## src/hdl/gcsp_pkg.sv

```systemverilog
// Package of the Gray-code stripe pattern generator: widths, limits, register codes.
// Used by the top level and by its checker; depends on nothing.
package gcsp_pkg;

    // field and counter widths
    localparam int DIG_W      = 5;
    localparam int RES_W      = 13;
    localparam int POS_W      = 12;
    localparam int IMG_W      = 5;
    localparam int IMGS_W     = 6;
    localparam int PIX_W      = 8;
    localparam int SIDX_W     = 13;
    localparam int SOFF_W     = 12;
    localparam int GRAY_W     = 16;
    localparam int CFG_IDX_W  = 2;
    localparam int CFG_DATA_W = 13;

    // limits and constant values
    localparam logic [RES_W-1:0]  MAX_RES    = 13'd4096;
    localparam logic [DIG_W-1:0]  MAX_DIGITS = 5'd16;
    localparam logic [SIDX_W-1:0] SIDX_MAX   = 13'd8191;
    localparam logic [PIX_W-1:0]  PIX_ON     = 8'hFF;
    localparam logic [PIX_W-1:0]  PIX_OFF    = 8'h00;

    // register reset values
    localparam logic [DIG_W-1:0] RST_NUM_DIGITS = 5'd6;
    localparam logic             RST_LINE_BASED = 1'b1;
    localparam logic [RES_W-1:0] RST_RES_ROWS   = 13'd768;
    localparam logic [RES_W-1:0] RST_RES_COLS   = 13'd1024;

    // configuration register indexes
    typedef enum logic [CFG_IDX_W-1:0] {
        CFG_NUM_DIGITS = 2'd0,
        CFG_LINE_BASED = 2'd1,
        CFG_RES_ROWS   = 2'd2,
        CFG_RES_COLS   = 2'd3
    } t_cfg_idx;

endpackage

```

## src/hdl/gray_code_stripe_pattern_generator_top.sv

```systemverilog
// Top level of the Gray-code stripe pattern generator: counters, stripe tracking, output register.
// Depends on gcsp_pkg.
//
// Streams the pixels of a structured-light Gray-code sequence, one 8-bit pixel (0 or 255) per
// accepted input word, with its image number, row, column and end-of-image/end-of-sequence
// flags. Images come in pairs, normal then inverted; pair p shows bit p of the Gray code of the
// stripe index. Every input word yields exactly one output word, registered in the cycle after acceptance;
// a new word can be taken every cycle, and the single output register keeps accepting while
// the downstream side drains it, so the rate is one pixel per clock unless the output stalls.
// Setting restart on a word starts the sequence over at its first pixel. Register writes are
// always ready and take effect on the next word; write them only while the stream is idle.
module gray_code_stripe_pattern_generator_top (
    input  logic                                i_clk,
    input  logic                                i_rst_n,
    // input words
    input  logic                                i_valid,
    output logic                                o_stall,
    input  logic                                i_restart,
    // output words
    output logic                                o_valid,
    input  logic                                i_stall,
    output logic [gcsp_pkg::PIX_W-1:0]          o_pixel,
    output logic [gcsp_pkg::IMG_W-1:0]          o_image_index,
    output logic [gcsp_pkg::POS_W-1:0]          o_row,
    output logic [gcsp_pkg::POS_W-1:0]          o_col,
    output logic                                o_last_of_image,
    output logic                                o_last_of_sequence,
    // register writes
    input  logic                                i_cfg_valid,
    output logic                                o_cfg_ready,
    input  gcsp_pkg::t_cfg_idx                  i_cfg_index,
    input  logic [gcsp_pkg::CFG_DATA_W-1:0]     i_cfg_data
);
    import gcsp_pkg::*;

    // configuration registers
    logic [DIG_W-1:0]  r_num_digits;
    logic              r_line_based;
    logic [RES_W-1:0]  r_res_rows;
    logic [RES_W-1:0]  r_res_cols;

    // position state
    logic [POS_W-1:0]  r_row_count,  n_row_count;
    logic [POS_W-1:0]  r_col_count,  n_col_count;
    logic [IMG_W-1:0]  r_image_count, n_image_count;
    logic [SIDX_W-1:0] r_stripe_index, n_stripe_index;
    logic [SOFF_W-1:0] r_stripe_offset, n_stripe_offset;

    // output register
    logic              r_out_valid;
    logic [PIX_W-1:0]  r_pixel, n_pixel;
    logic [IMG_W-1:0]  r_image_index;
    logic [POS_W-1:0]  r_row, r_col;
    logic              r_last_img, r_last_seq;

    // working signals
    logic              in_accept;
    logic [DIG_W-1:0]  digits;
    logic [RES_W-1:0]  rows, cols, axis_res, space;
    logic [IMGS_W-1:0] images, images_last;
    logic              clear;
    logic [POS_W-1:0]  cur_row, cur_col;
    logic [IMG_W-1:0]  cur_img;
    logic [SIDX_W-1:0] cur_sidx, sidx_inc;
    logic [SOFF_W-1:0] cur_soff;
    logic [RES_W-1:0]  soff_inc;
    logic [GRAY_W-1:0] gray;
    logic              gray_bit, in_range;
    logic              last_col, last_row, last_img, last_seq;

    // handshakes
    assign o_stall     = r_out_valid && i_stall;
    assign in_accept   = i_valid && !o_stall;
    assign o_cfg_ready = 1'b1;

    // clamp registers into their working ranges
    always_comb begin
        if (r_num_digits == '0) begin
            digits = DIG_W'(1);
        end else if (r_num_digits > MAX_DIGITS) begin
            digits = MAX_DIGITS;
        end else begin
            digits = r_num_digits;
        end
        if (r_res_rows == '0) begin
            rows = RES_W'(1);
        end else if (r_res_rows > MAX_RES) begin
            rows = MAX_RES;
        end else begin
            rows = r_res_rows;
        end
        if (r_res_cols == '0) begin
            cols = RES_W'(1);
        end else if (r_res_cols > MAX_RES) begin
            cols = MAX_RES;
        end else begin
            cols = r_res_cols;
        end
    end

    assign images      = {1'b0, digits} << 1;
    assign images_last = images - IMGS_W'(1);
    assign axis_res    = r_line_based ? cols : rows;
    assign space       = axis_res >> digits;

    // restart, or position left outside the current bounds
    assign clear = i_restart
                || ({1'b0, r_row_count} >= rows)
                || ({1'b0, r_col_count} >= cols)
                || ({1'b0, r_image_count} >= images);

    assign cur_row  = clear ? '0 : r_row_count;
    assign cur_col  = clear ? '0 : r_col_count;
    assign cur_img  = clear ? '0 : r_image_count;
    assign cur_sidx = clear ? '0 : r_stripe_index;
    assign cur_soff = clear ? '0 : r_stripe_offset;

    // pixel: Gray bit of the stripe, cleared from stripe index 2**digits on and when the stripe width is zero
    assign gray     = GRAY_W'(cur_sidx ^ (cur_sidx >> 1));
    assign gray_bit = gray[cur_img[IMG_W-1:1]];
    assign in_range = (cur_sidx >> digits) == '0;

    always_comb begin
        n_pixel = (space != '0 && in_range && gray_bit) ? PIX_ON : PIX_OFF;
        if (cur_img[0]) begin
            n_pixel = ~n_pixel;
        end
    end

    assign last_col = ({1'b0, cur_col} == cols - RES_W'(1));
    assign last_row = ({1'b0, cur_row} == rows - RES_W'(1));
    assign last_img = last_col && last_row;
    assign last_seq = last_img && ({1'b0, cur_img} == images_last);

    // stripe counter step
    assign soff_inc = {1'b0, cur_soff} + RES_W'(1);
    assign sidx_inc = (cur_sidx != SIDX_MAX) ? cur_sidx + SIDX_W'(1) : cur_sidx;

    always_comb begin
        n_stripe_index  = cur_sidx;
        n_stripe_offset = cur_soff;
        if ((r_line_based && last_col) || (!r_line_based && last_img)) begin
            n_stripe_index  = '0;
            n_stripe_offset = '0;
        end else if (r_line_based || last_col) begin
            if (soff_inc >= space) begin
                n_stripe_offset = '0;
                n_stripe_index  = sidx_inc;
            end else begin
                n_stripe_offset = soff_inc[SOFF_W-1:0];
            end
        end
    end

    // raster counters
    always_comb begin
        n_row_count   = cur_row;
        n_col_count   = cur_col;
        n_image_count = cur_img;
        if (last_col) begin
            n_col_count = '0;
            if (last_row) begin
                n_row_count   = '0;
                n_image_count = last_seq ? '0 : cur_img + IMG_W'(1);
            end else begin
                n_row_count = cur_row + POS_W'(1);
            end
        end else begin
            n_col_count = cur_col + POS_W'(1);
        end
    end

    // configuration writes
    always_ff @(posedge i_clk) begin
        if (!i_rst_n) begin
            r_num_digits <= RST_NUM_DIGITS;
            r_line_based <= RST_LINE_BASED;
            r_res_rows   <= RST_RES_ROWS;
            r_res_cols   <= RST_RES_COLS;
        end else if (i_cfg_valid && o_cfg_ready) begin
            case (i_cfg_index)
                CFG_NUM_DIGITS: r_num_digits <= i_cfg_data[DIG_W-1:0];
                CFG_LINE_BASED: r_line_based <= i_cfg_data[0];
                CFG_RES_ROWS:   r_res_rows   <= i_cfg_data[RES_W-1:0];
                CFG_RES_COLS:   r_res_cols   <= i_cfg_data[RES_W-1:0];
                default: ;
            endcase
        end
    end

    // position state update
    always_ff @(posedge i_clk) begin
        if (!i_rst_n) begin
            r_row_count     <= '0;
            r_col_count     <= '0;
            r_image_count   <= '0;
            r_stripe_index  <= '0;
            r_stripe_offset <= '0;
        end else if (in_accept) begin
            r_row_count     <= n_row_count;
            r_col_count     <= n_col_count;
            r_image_count   <= n_image_count;
            r_stripe_index  <= n_stripe_index;
            r_stripe_offset <= n_stripe_offset;
        end
    end

    // output valid
    always_ff @(posedge i_clk) begin
        if (!i_rst_n) begin
            r_out_valid <= 1'b0;
        end else if (in_accept) begin
            r_out_valid <= 1'b1;
        end else if (!i_stall) begin
            r_out_valid <= 1'b0;
        end
    end

    // output word
    always_ff @(posedge i_clk) begin
        if (in_accept) begin
            r_pixel       <= n_pixel;
            r_image_index <= cur_img;
            r_row         <= cur_row;
            r_col         <= cur_col;
            r_last_img    <= last_img;
            r_last_seq    <= last_seq;
        end
    end

    assign o_valid            = r_out_valid;
    assign o_pixel            = r_pixel;
    assign o_image_index      = r_image_index;
    assign o_row              = r_row;
    assign o_col              = r_col;
    assign o_last_of_image    = r_last_img;
    assign o_last_of_sequence = r_last_seq;

endmodule

```

## config.mk

```make
export PLATFORM = sky130hd
export DESIGN_NAME = gray_code_stripe_pattern_generator_top
export DESIGN_NICKNAME = d
export VERILOG_FILES = /design/src/hdl/gcsp_pkg.sv /design/src/hdl/gray_code_stripe_pattern_generator_top.sv
export SDC_FILE = /design/constraint.sdc
export NUM_CORES = 1
export LEC_CHECK = 0
export ABC_CLOCK_PERIOD_IN_PS = 8500
export BUFFER_PORTS_ARGS = -buffer_cell sky130_fd_sc_hd__buf_2
export CAP_MARGIN = 20
export CORE_MARGIN = 1
export CORE_UTILIZATION = 45
export DETAILED_ROUTE_END_ITERATION = 8
export SLEW_MARGIN = 40
export SYNTH_ARGS = -nofsm -noshare
export SYNTH_HDL_FRONTEND = slang
export SYNTH_SLANG_ARGS = --single-unit
```

## constraint.sdc

```tcl
create_clock -name i_clk -period 8.5 [get_ports i_clk]
set_input_delay 0.85 -clock i_clk [delete_from_list [all_inputs] [get_ports i_clk]]
set_output_delay 0.85 -clock i_clk [all_outputs]
set_load 0.02 [all_outputs]
```

* Word-level counts from Yosys, hierarchy flattened *
Index checks and enable logic that the tools add are counted.

storage, ports and cells
  register bits = 126
  output and inout bits = 42

operators by class
  bitwise logic cells = 2
  $add $sub $neg = 8
  shift operators = 2
  $lt $le $gt $ge = 8
  muxes and demuxes = 31
  eq/ne operators = 8
  reduce and logical (&&, ||, !) cells = 25

operators by type and width
  kind                                                                   count
  13-bit 2-to-1 mux                                                      10
  12-bit 2-to-1 mux                                                      9
  13-bit zero test                                                       3
  5-bit 2-to-1 mux                                                       6
  12-bit by 13-bit == test with 1-bit output                             2
  12-bit by 13-bit >= comparator with 1-bit output                       2
  13-bit > comparator (second input constant)                            2
  13-bit by 5-bit right shift with 13-bit output                         2
  13-bit by 1-bit subtractor with 13-bit output (second input constant)  2
  12-bit by 1-bit adder with 12-bit output (second input constant)       2
  8-bit 2-to-1 mux                                                       2
  12-bit by 1-bit adder with 13-bit output (second input constant)       1
  13-bit by 1-bit adder with 13-bit output (second input constant)       1
  13-bit >= comparator                                                   1
  13-bit inequality test (second input constant)                         1
  13-bit nonzero test                                                    1
  13-bit by 12-bit XOR with 13-bit output                                1
  1-bit logical AND                                                      8
  8-bit inverter                                                         1
  2-bit AND reduction                                                    4
  5-bit by 6-bit == test with 1-bit output                               1
  5-bit by 6-bit >= comparator with 1-bit output                         1
  6-bit by 1-bit subtractor with 6-bit output (second input constant)    1
  5-bit by 1-bit adder with 5-bit output (second input constant)         1
  other kinds (11)                                                       19

* Logic depth before layout (Yosys ltp) *
Gate-level depths: netlist of the first run.

  depth in word-level cells = 15
  mapped depth = 30

* Least setup slack after synthesis of the first run *
OpenSTA, ideal clock, no wires.

  path kind = reg2reg
  from = register r_num_digits[1]
  to = register r_stripe_index[2]
  setup time = 0.131 ns
  arrival time = 6.198 ns
  cell stages (with the launch flop) = 31
  buffers on the path = 6
  setup slack = 2.171 ns
  required time = 8.369 ns
  path through = dfxtp_1 > or4_1 > clkbuf_1 > nand2_1 > buf_1 > clkbuf_1 > ha_1 > nand2b_1 > a31oi_1 > o31ai_1 > nand2_1 > nor2_1 > clkbuf_1 > clkbuf_1 > nand2_1 > inv_1 > ha_1 > nand3_1 > nor2_1 > nand3_1 > xor2_1 > nor2_1 > ha_1 > nand2_1 > o21ai_0 > nand2_1 > a22oi_1 > clkbuf_1 > o2111ai_1 > o21ai_0 > o2bb2ai_1

between the ends
  word-level cells in the longest chain between the ends = 11
  elaborated cells between the ends (all ways) = 26
  those cells by class = add/sub: 2; order compare: 3; eq/ne: 3; shift: 1; mux: 10; reduce/logical: 7

ends and longest elaborated chain
  item                                                                    RTL line                                                                                      RTL
  start, declared                                                         gray_code_stripe_pattern_generator_top.sv:37                                                  logic [DIG_W-1:0] r_num_digits;
  start signal, assigned                                                  gray_code_stripe_pattern_generator_top.sv:182                                                 CFG_NUM_DIGITS: r_num_digits <= i_cfg_data[DIG_W-1:0];
  5-bit > comparator                                                      gray_code_stripe_pattern_generator_top.sv:80                                                  end else if (r_num_digits > MAX_DIGITS) begin
  5-bit 2-to-1 mux                                                        gray_code_stripe_pattern_generator_top.sv:80
  5-bit 2-to-1 mux (*)                                                    gray_code_stripe_pattern_generator_top.sv:78                                                  if (r_num_digits == '0) begin
  5-bit by 6-bit >= comparator with 1-bit output                          gray_code_stripe_pattern_generator_top.sv:110                                                 || ({1'b0, r_image_count} >= images);
  1-bit logical OR                                                        gray_code_stripe_pattern_generator_top.sv:110
  12-bit 2-to-1 mux, or another cell as far along                         gray_code_stripe_pattern_generator_top.sv:116                                                 assign cur_soff = clear ? '0 : r_stripe_offset;
  12-bit by 1-bit adder with 13-bit output, or another cell as far along  gray_code_stripe_pattern_generator_top.sv:136                                                 assign soff_inc = {1'b0, cur_soff} + RES_W'(1);
  13-bit >= comparator, or another cell as far along                      gray_code_stripe_pattern_generator_top.sv:146                                                 if (soff_inc >= space) begin
  13-bit 2-to-1 mux / 1-bit logical AND (equally long branches)           gray_code_stripe_pattern_generator_top.sv:146, gray_code_stripe_pattern_generator_top.sv:142
  13-bit 2-to-1 mux / 1-bit logical OR (equally long branches)            gray_code_stripe_pattern_generator_top.sv:145, gray_code_stripe_pattern_generator_top.sv:142
  13-bit 2-to-1 mux (*)                                                   gray_code_stripe_pattern_generator_top.sv:142                                                 if ((r_line_based && last_col) || (!r_line_based && last_img)) begin
  end signal, assigned                                                    gray_code_stripe_pattern_generator_top.sv:203                                                 r_stripe_index <= n_stripe_index;
  end, declared                                                           gray_code_stripe_pattern_generator_top.sv:46                                                  logic [SIDX_W-1:0] r_stripe_index, n_stripe_index;

Mark *: on every way between the ends. The rest lies on a longest branch, timed or not.
A chain may end at the register's enable or synchronous reset.

* Worst setup path in the final report of the first run *
  from = register r_num_digits[4]
  to = register r_stripe_index[11]

Same word-level chain as after synthesis.

==> results of run 1 <==
==> power breakdown <==
| part | leakage [nW] | total, W | switching (W) | internal [W] |
|---|---|---|---|---|
| clock network | 0.294 | 0.000775 | 0.000329 | 0.000446 |
| logic | 3.03 | 0.000289 | 0.000189 | 0.000100 |
| registers | 1.02 | 0.000617 | 0.0000216 | 0.000596 |
==> flip-flops by register name, indices dropped and copies added (netlist names) <==
name and cells:
o_col 12, o_image_index 5, o_last_of_image 1, o_last_of_sequence 1, o_pixel 1, o_row 12, o_valid 1, r_col_count 12
r_image_count 5, r_line_based 1, r_num_digits 5, r_res_cols 13, r_res_rows 13, r_row_count 12, r_stripe_index 13, r_stripe_offset 12
==> cell type report <==
| class | count | area, um^2 |
|---|---|---|
| Clock buffer | 17 | 425 |
| Clock inverter | 15 | 181 |
| Fill cell | 2163 | 10800 |
| Inverter | 61 | 229 |
| Multi-Input combinational cell | 1026 | 6760 |
| Sequential cell | 119 | 2700 |
| Tap cell | 280 | 350 |
| Timing Repair Buffer | 74 | 403 |
==> logic make-up after synthesis <==
family | synth area share
flip-flops | 0.268
XOR/XNOR | 0.0235
multiplexers | 0.0368
AO/OA/AOI/OAI | 0.233
buffers and inverters | 0.0645
other | 0.000372
adder cells (fa/ha/maj) | 0.0733
AND/OR/NAND/NOR | 0.300
==> cells in the final DEF, fill, tap and decap left out, drive strengths merged, types with 46 or more instances in the layout <==
master  count
and3       55
nand3      49
inv        70
a21oi      46
buf        74
ha         59
nand2     158
dfxtp      87
o21ai      61
nor2       94
==> worst max path at each step <==
stage / to
final: r_stripe_index[11]
after global routing: r_stripe_index[11]
after CTS: r_stripe_index[11]
after detailed placement: r_stripe_index[11]
after global placement: r_stripe_index[11]
after floorplan: r_stripe_index[2]
==> stage by stage <==
step | power [W] | setup slack [ns] | hold slack (ns) | util | cells
2_1_floorplan | 0.000829 | 2.17 | 0.440 | - | 1304
3_3_place_gp | 0.000910 | 1.70 | 0.476 | 0.476 | 1560
3_5_place_dp | 0.000910 | 1.81 | 0.478 | 0.476 | 1560
4_1_cts | 0.00168 | 1.78 | 0.484 | 0.504 | 1592
5_1_grt | 0.00174 | 1.19 | 0.554 | 0.505 | 1592
6_report | 0.00168 | 1.89 | 0.500 | 0.505 | 1592
==> worst max-delay path: cells and delay by family, from the launching register on <==
kind / cells / cell delay, ns
AND/OR/NAND/NOR: 14 / 2.93
adder cells (fa/ha/maj): 3 / 0.85
XOR/XNOR: 1 / 0.18
AO/OA/AOI/OAI: 6 / 1.61
buffers and inverters: 2 / 0.38
flip-flops: 1 / 0.53
==> layer usage <==
metal / share of wire / GRT usage / wire (um) / vias up
li1: - / - / - / 4858
met1: 0.47 / 0.428 / 15400 / 4805
met2: 0.42 / 0.416 / 13700 / 543
met3: 0.087 / 0.0476 / 2870 / 62
met4: 0.027 / 0.116 / 875 / 0
met5: 0 / 0 / 0 / -
==> summary.md, run 1 <==
| Metric | Value |
|---|---|
| First-pass GRT wire length | between 50000 and 60000 um |
| Vias/cell | between 6 and 7 |
| Depth of the most critical reg-to-reg path | 26 |
| Outcome | finished clean |
| Most frequent cells after synthesis | nand2_1 (158), nor2_1 (94), dfxtp_1 (87), clkbuf_1 (78), o21ai_0 (61) |
| Top FF cell, synth | dfxtp_1 |
| Crit path top cell by count | nand2_1 |
| Hold Path End | r_stripe_offset[11] |
| Initial Util | 0.460 |
| Hold Path Origin | r_stripe_offset[11] |
| Synth cell types | between 80 and 90 |
| Slowest stage delay, CP | approximately 0.76 ns |
| Die area | ~0.023 mm^2 |
| Hold-fix buffers, CTS | 0 |
| I/O Pins | between 60 and 70 |
| Arr. time, crit path | ~6.9 ns |
| Wire per inst | 20.6 um |
| Measured slew at the worst slew-check pin | slightly above 0.8 ns |
| Cell Area, Synth | between 0.01 and 0.015 mm^2 |
| Critical path class | flop to flop |
| Final Cycle Share | 0.777 |
| Synth async-reset ratio | 0 |
| Worst-case vdd ir drop | ~0.13 mV |
| Fin nets | about 1400 |
| RR Endpoint | r_stripe_index[11] |
| Most area-hungry cell type in the Yosys netlist | dfxtp_1 |
| HP Class | flop to flop |
| Core area | approximately 0.022 mm^2 |
| Antenna cell count | 0 |
| Clk_skew | between 0.01 and 0.015 ns |
| 1st-iter DRT viols | ~1400 |
| Share of cells above drive strength 1 | 0.113 |
| Area growth from synthesis to layout | 9.77% |
| Min Tclk post-route | ~6.6 ns |
| Area share of the largest cell type after synthesis | 0.173 |
| Synth Warn # | 0 |
| WP data required | between 8 and 9 ns |
| Die height | about 150 um |
| Relative slew slack | 0.452 |
| Static Leak | approximately 4.4 nW |
| Setup slack, reg-to-reg | approximately 1.9 ns |
| Largest net degree at the start of global routing | 71 |
| Resize count post-CTS | 0 |
| Cells after Synth | approximately 1300 |
| CP Launch Point | r_num_digits[4] |
| ANT nets after route | 0 |
| CP max FO | 22 |
| Rows | between 50 and 60 |
| Hold Path Cell Cnt | 2 |
| Max_cap viols | 0 |
| Setup crit end kind | flop |
| H-Tree Depth | 4 |
| Achievable Freq | 151 MHz |
| Number of CTS-inserted buffers | 17 |
| Top-count cell post-synth | nand2_1 |
| Clock Latency Late Sink | approximately 0.43 ns |
| Worst-case clock buffer depth | 2 |
| Placed wire-length estimate | 23700 um |
| Port Buf Inserts | 61 |
| Total Routing Usage GR | 0.290 |
| Vias | around 10000 |
| Post-route cell area | about 0.011 mm^2 |
| Unrepaired setup endpoints after global routing | no |
| R2r startpoint | r_num_digits[4] |
| Die W | around 150 um |
| Initial antenna violation count | 0 |
| Post-CTS Setup Repair Bufs | 0 |
| Final WL | approximately 33000 um |
| Worst-path clk slew | about 0.060 ns |
| Slowest CP cell | or4_1 |
| Gpl congestion | about 1 |
| Final Hold Viols | 0 |
| First-pass DRT Iterations | 6 |
| Sequential-to-total area share from yosys stat | 0.268 |
| # setup viols final | 0 |
| Top cells by area, synth | dfxtp_1 (17%), edfxtp_1 (9.5%), ha_1 (7.3%) |
| TNS Setup | 0 ns |
| Vias in the first global route | 9126 |
| CTS Sinks | between 100 and 150 |
| Root Buffer | clkbuf_16 |
| Pwr dens | around 150 mW/mm^2 |
| Post-synth EDFFs | 32 |
| Residual DRC | 0 |
| Yosys reg bits | 119 |
| CTS tree | yes |
| Avg Synthesized Cell Area | 7.73 um^2 |
| GRT overflow | 0 |
| Pins Over Slew Limit | 0 |
| Placed cell area | 0.0104 mm^2 |
| Worst setup SP type | flop |
No activity file was read; power rests on OpenSTA's default activity.
==> run 2, diff against run 1 <==
Settings changed: ABC_CLOCK_PERIOD_IN_PS 8500 to 6780.
Clock period 8.5 ns to 6.78 ns, I/O delays scaled along.
==> summary.md, run 2 (same netlist as run 1, synthesis figures left out) <==
| Metric | Value |
|---|---|
| Die W | 152 um (unchanged) |
| First-pass DRT Iterations | 6 (unchanged) |
| Number of CTS-inserted buffers | 17 (unchanged) |
| Pwr dens | 189 mW/mm^2 (+24%) |
| Critical path class | flop to flop |
| I/O Pins | 63 (unchanged) |
| Relative slew slack | 0.423 (-0.0284) |
| Antenna cell count | 0 (unchanged) |
| Sw Share | 0.319 (-0.00194) |
| Comb pwr share | 0.177 (+0.005) |
| Worst-path clk slew | 0.07 ns (about the same) |
| 1st-iter DRT viols | 1321 (-7.3%) |
| WP buf/inv | 1 (-1) |
| WP data required | 7.10 ns (-1.71 ns) |
| Die area | 0.0230 mm^2 (unchanged) |
| Rows | 54 (unchanged) |
| CTS tree | yes |
| Crit path max-delay family | simple AND/OR/NAND/NOR gates |
| Clk network pwr share | 0.458 (-0.003) |
| Root Buffer | clkbuf_16 |
| Internal power | 0.00143 W (+26%) |
| Commonest non-fill, non-tap cell in the layout | nand2_1 |
| Achievable Freq | 161 MHz (+6.7%) |
| Setup slack, reg-to-reg | 0.59 ns (-1.31 ns) |
| GRT overflow | 0 (unchanged) |
| Final Hold Viols | 0 (unchanged) |
| Clk_skew | 0.0105 ns (-0.00413 ns) |
| Crit path top cell by count | nor2_1 |
| Reg power frac | 0.365 (-0.002) |
| WP depth | 26 (unchanged) |
| Area growth from synthesis to layout | 10.5% |
| # setup viols final | 0 (unchanged) |
| Resize count post-CTS | 0 (unchanged) |
| Wire per inst | 20.7 um (+0.20%) |
| Total Routing Usage GR | 0.294 (+0.00313) |
| Static Leak | 4.41 nW (+1.4%) |
| Commonest cells after routing, fill and taps aside | nand2_1 (158), nor2_1 (91), dfxtp_1 (86) |
| NetSw | 0.000671 W (+25%) |
| Depth of the most critical reg-to-reg path | 26 (unchanged) |
| Measured slew at the worst slew-check pin | 0.861 ns (+0.0426 ns) |
| CP max FO | 12 (-45%) |
| Slowest stage delay, CP | 0.68 ns (-0.08 ns) |
| H-Tree Depth | 4 (unchanged) |
| Vias in the first global route | 9137 (+0.12%) |
| Worst-case clock buffer depth | 2 (unchanged) |
| Hold-fix buffers, CTS | 0 (unchanged) |
| Post-CTS Setup Repair Bufs | 0 (unchanged) |
| Hold Path Cell Cnt | 3 (+1) |
| Core area | 0.0219 mm^2 (unchanged) |
| Unrepaired setup endpoints after global routing | no |
| Biggest regs | r_res_cols (13), r_res_rows (13), r_stripe_index (13) |
| Worst-case vdd ir drop | 0.159 mV (+26%) |
| Initial Util | 0.460 (unchanged) |
| HP Class | primary input to flop |
| Vias | 10300 (+0.058%) |
| ANT nets after route | 0 (unchanged) |
| Largest net degree at the start of global routing | 70 (-1.4%) |
| Share of cells above drive strength 1 | 0.119 (+0.00644) |
| Die height | 152 um (unchanged) |
| Initial antenna violation count | 0 (unchanged) |
| Vias/cell | 6.40 (-0.75%) |
| Final Cycle Share | 0.913 (+0.136) |
| Setup crit end kind | flop |
| # fillers | 2144 (-0.88%) |
| Fin nets | 1392 (+0.94%) |
| Residual DRC | 0 (unchanged) |
| TNS Setup | 0 ns (unchanged) |
| Pins Over Slew Limit | 0 (unchanged) |
| Fin worst setup slack | 0.588 ns (-1.31 ns) |
| First-pass GRT wire length | 51800 um (+0.97%) |
| Arr. time, crit path | 6.51 ns (-0.40 ns) |
| Final WL | 33200 um (+1.0%) |
| Pre-CTS WS | 0.761 ns (-1.04 ns) |
| Placed wire-length estimate | 24100 um (+1.8%) |
| Clock Latency Late Sink | 0.44 ns (about the same) |
| Gpl congestion | 0.949 (-4.8%) |
| Worst setup SP type | flop |
| Max_cap viols | 0 (unchanged) |
| Outcome | finished clean |
| Slowest CP cell | nor4_1 |
| Port Buf Inserts | 61 (unchanged) |
| Min Tclk post-route | 6.19 ns (-0.414 ns) |
| CTS Sinks | 119 (unchanged) |
[run 2: cell type report]
cell class | instances | area, um^2 | area share
timing repair buffer | 87 | 500 | 0.0450
clock buffer | 17 | 425 | 0.0382
multi-input combinational | 1026 | 6740 | 0.606
clock inverter | 15 | 181 | 0.0163
sequential | 119 | 2700 | 0.243
inverter | 61 | 229 | 0.0206
tap | 280 | 350 | 0.0315
[run 2: path summary, 6_finish.rpt]
kind                        from                   to
max                r_res_cols[8]   r_stripe_index[11]
min                i_cfg_data[8]        r_res_rows[8]
max reg2reg        r_res_cols[8]   r_stripe_index[11]
min reg2reg  r_stripe_offset[11]  r_stripe_offset[11]
[run 2: power by group through the flow]
stage | Combinational (W) | Sequential [W] | Clock (W)
floorplan | 0.000255 | 0.000785 | 0
global placement | 0.000365 | 0.000784 | 0
detailed placement | 0.000364 | 0.000784 | 0
CTS | 0.000365 | 0.000769 | 0.000976
global route | 0.000404 | 0.000772 | 0.00101
finish | 0.000372 | 0.000769 | 0.000964
[run 2: tightest hold or removal path, cell delays in order]
cell and delay, ns:
buf_2 0.09, nand2_1 0.04, nand3_1 0.07
[run 2: per-stage QoR]
step / instances / util / cell area (um^2) / hold slack (ns) / total power [W]
2_1_floorplan: 1304 / - / 10100 / 0.440 / 0.00104
3_5_place_dp: 1573 / 0.481 / 10500 / 0.480 / 0.00115
4_1_cts: 1605 / 0.508 / 11100 / 0.463 / 0.00211
6_report: 1605 / 0.509 / 11100 / 0.475 / 0.00211
5_1_grt: 1605 / 0.509 / 11100 / 0.482 / 0.00218
3_3_place_gp: 1573 / 0.480 / 10500 / 0.465 / 0.00115
[run 2: routing by layer]
metal,track usage,part of all wire
met3,0.0497,0.092
met5,0,0
met1,0.427,0.46
met2,0.436,0.42
met4,0.0950,0.022
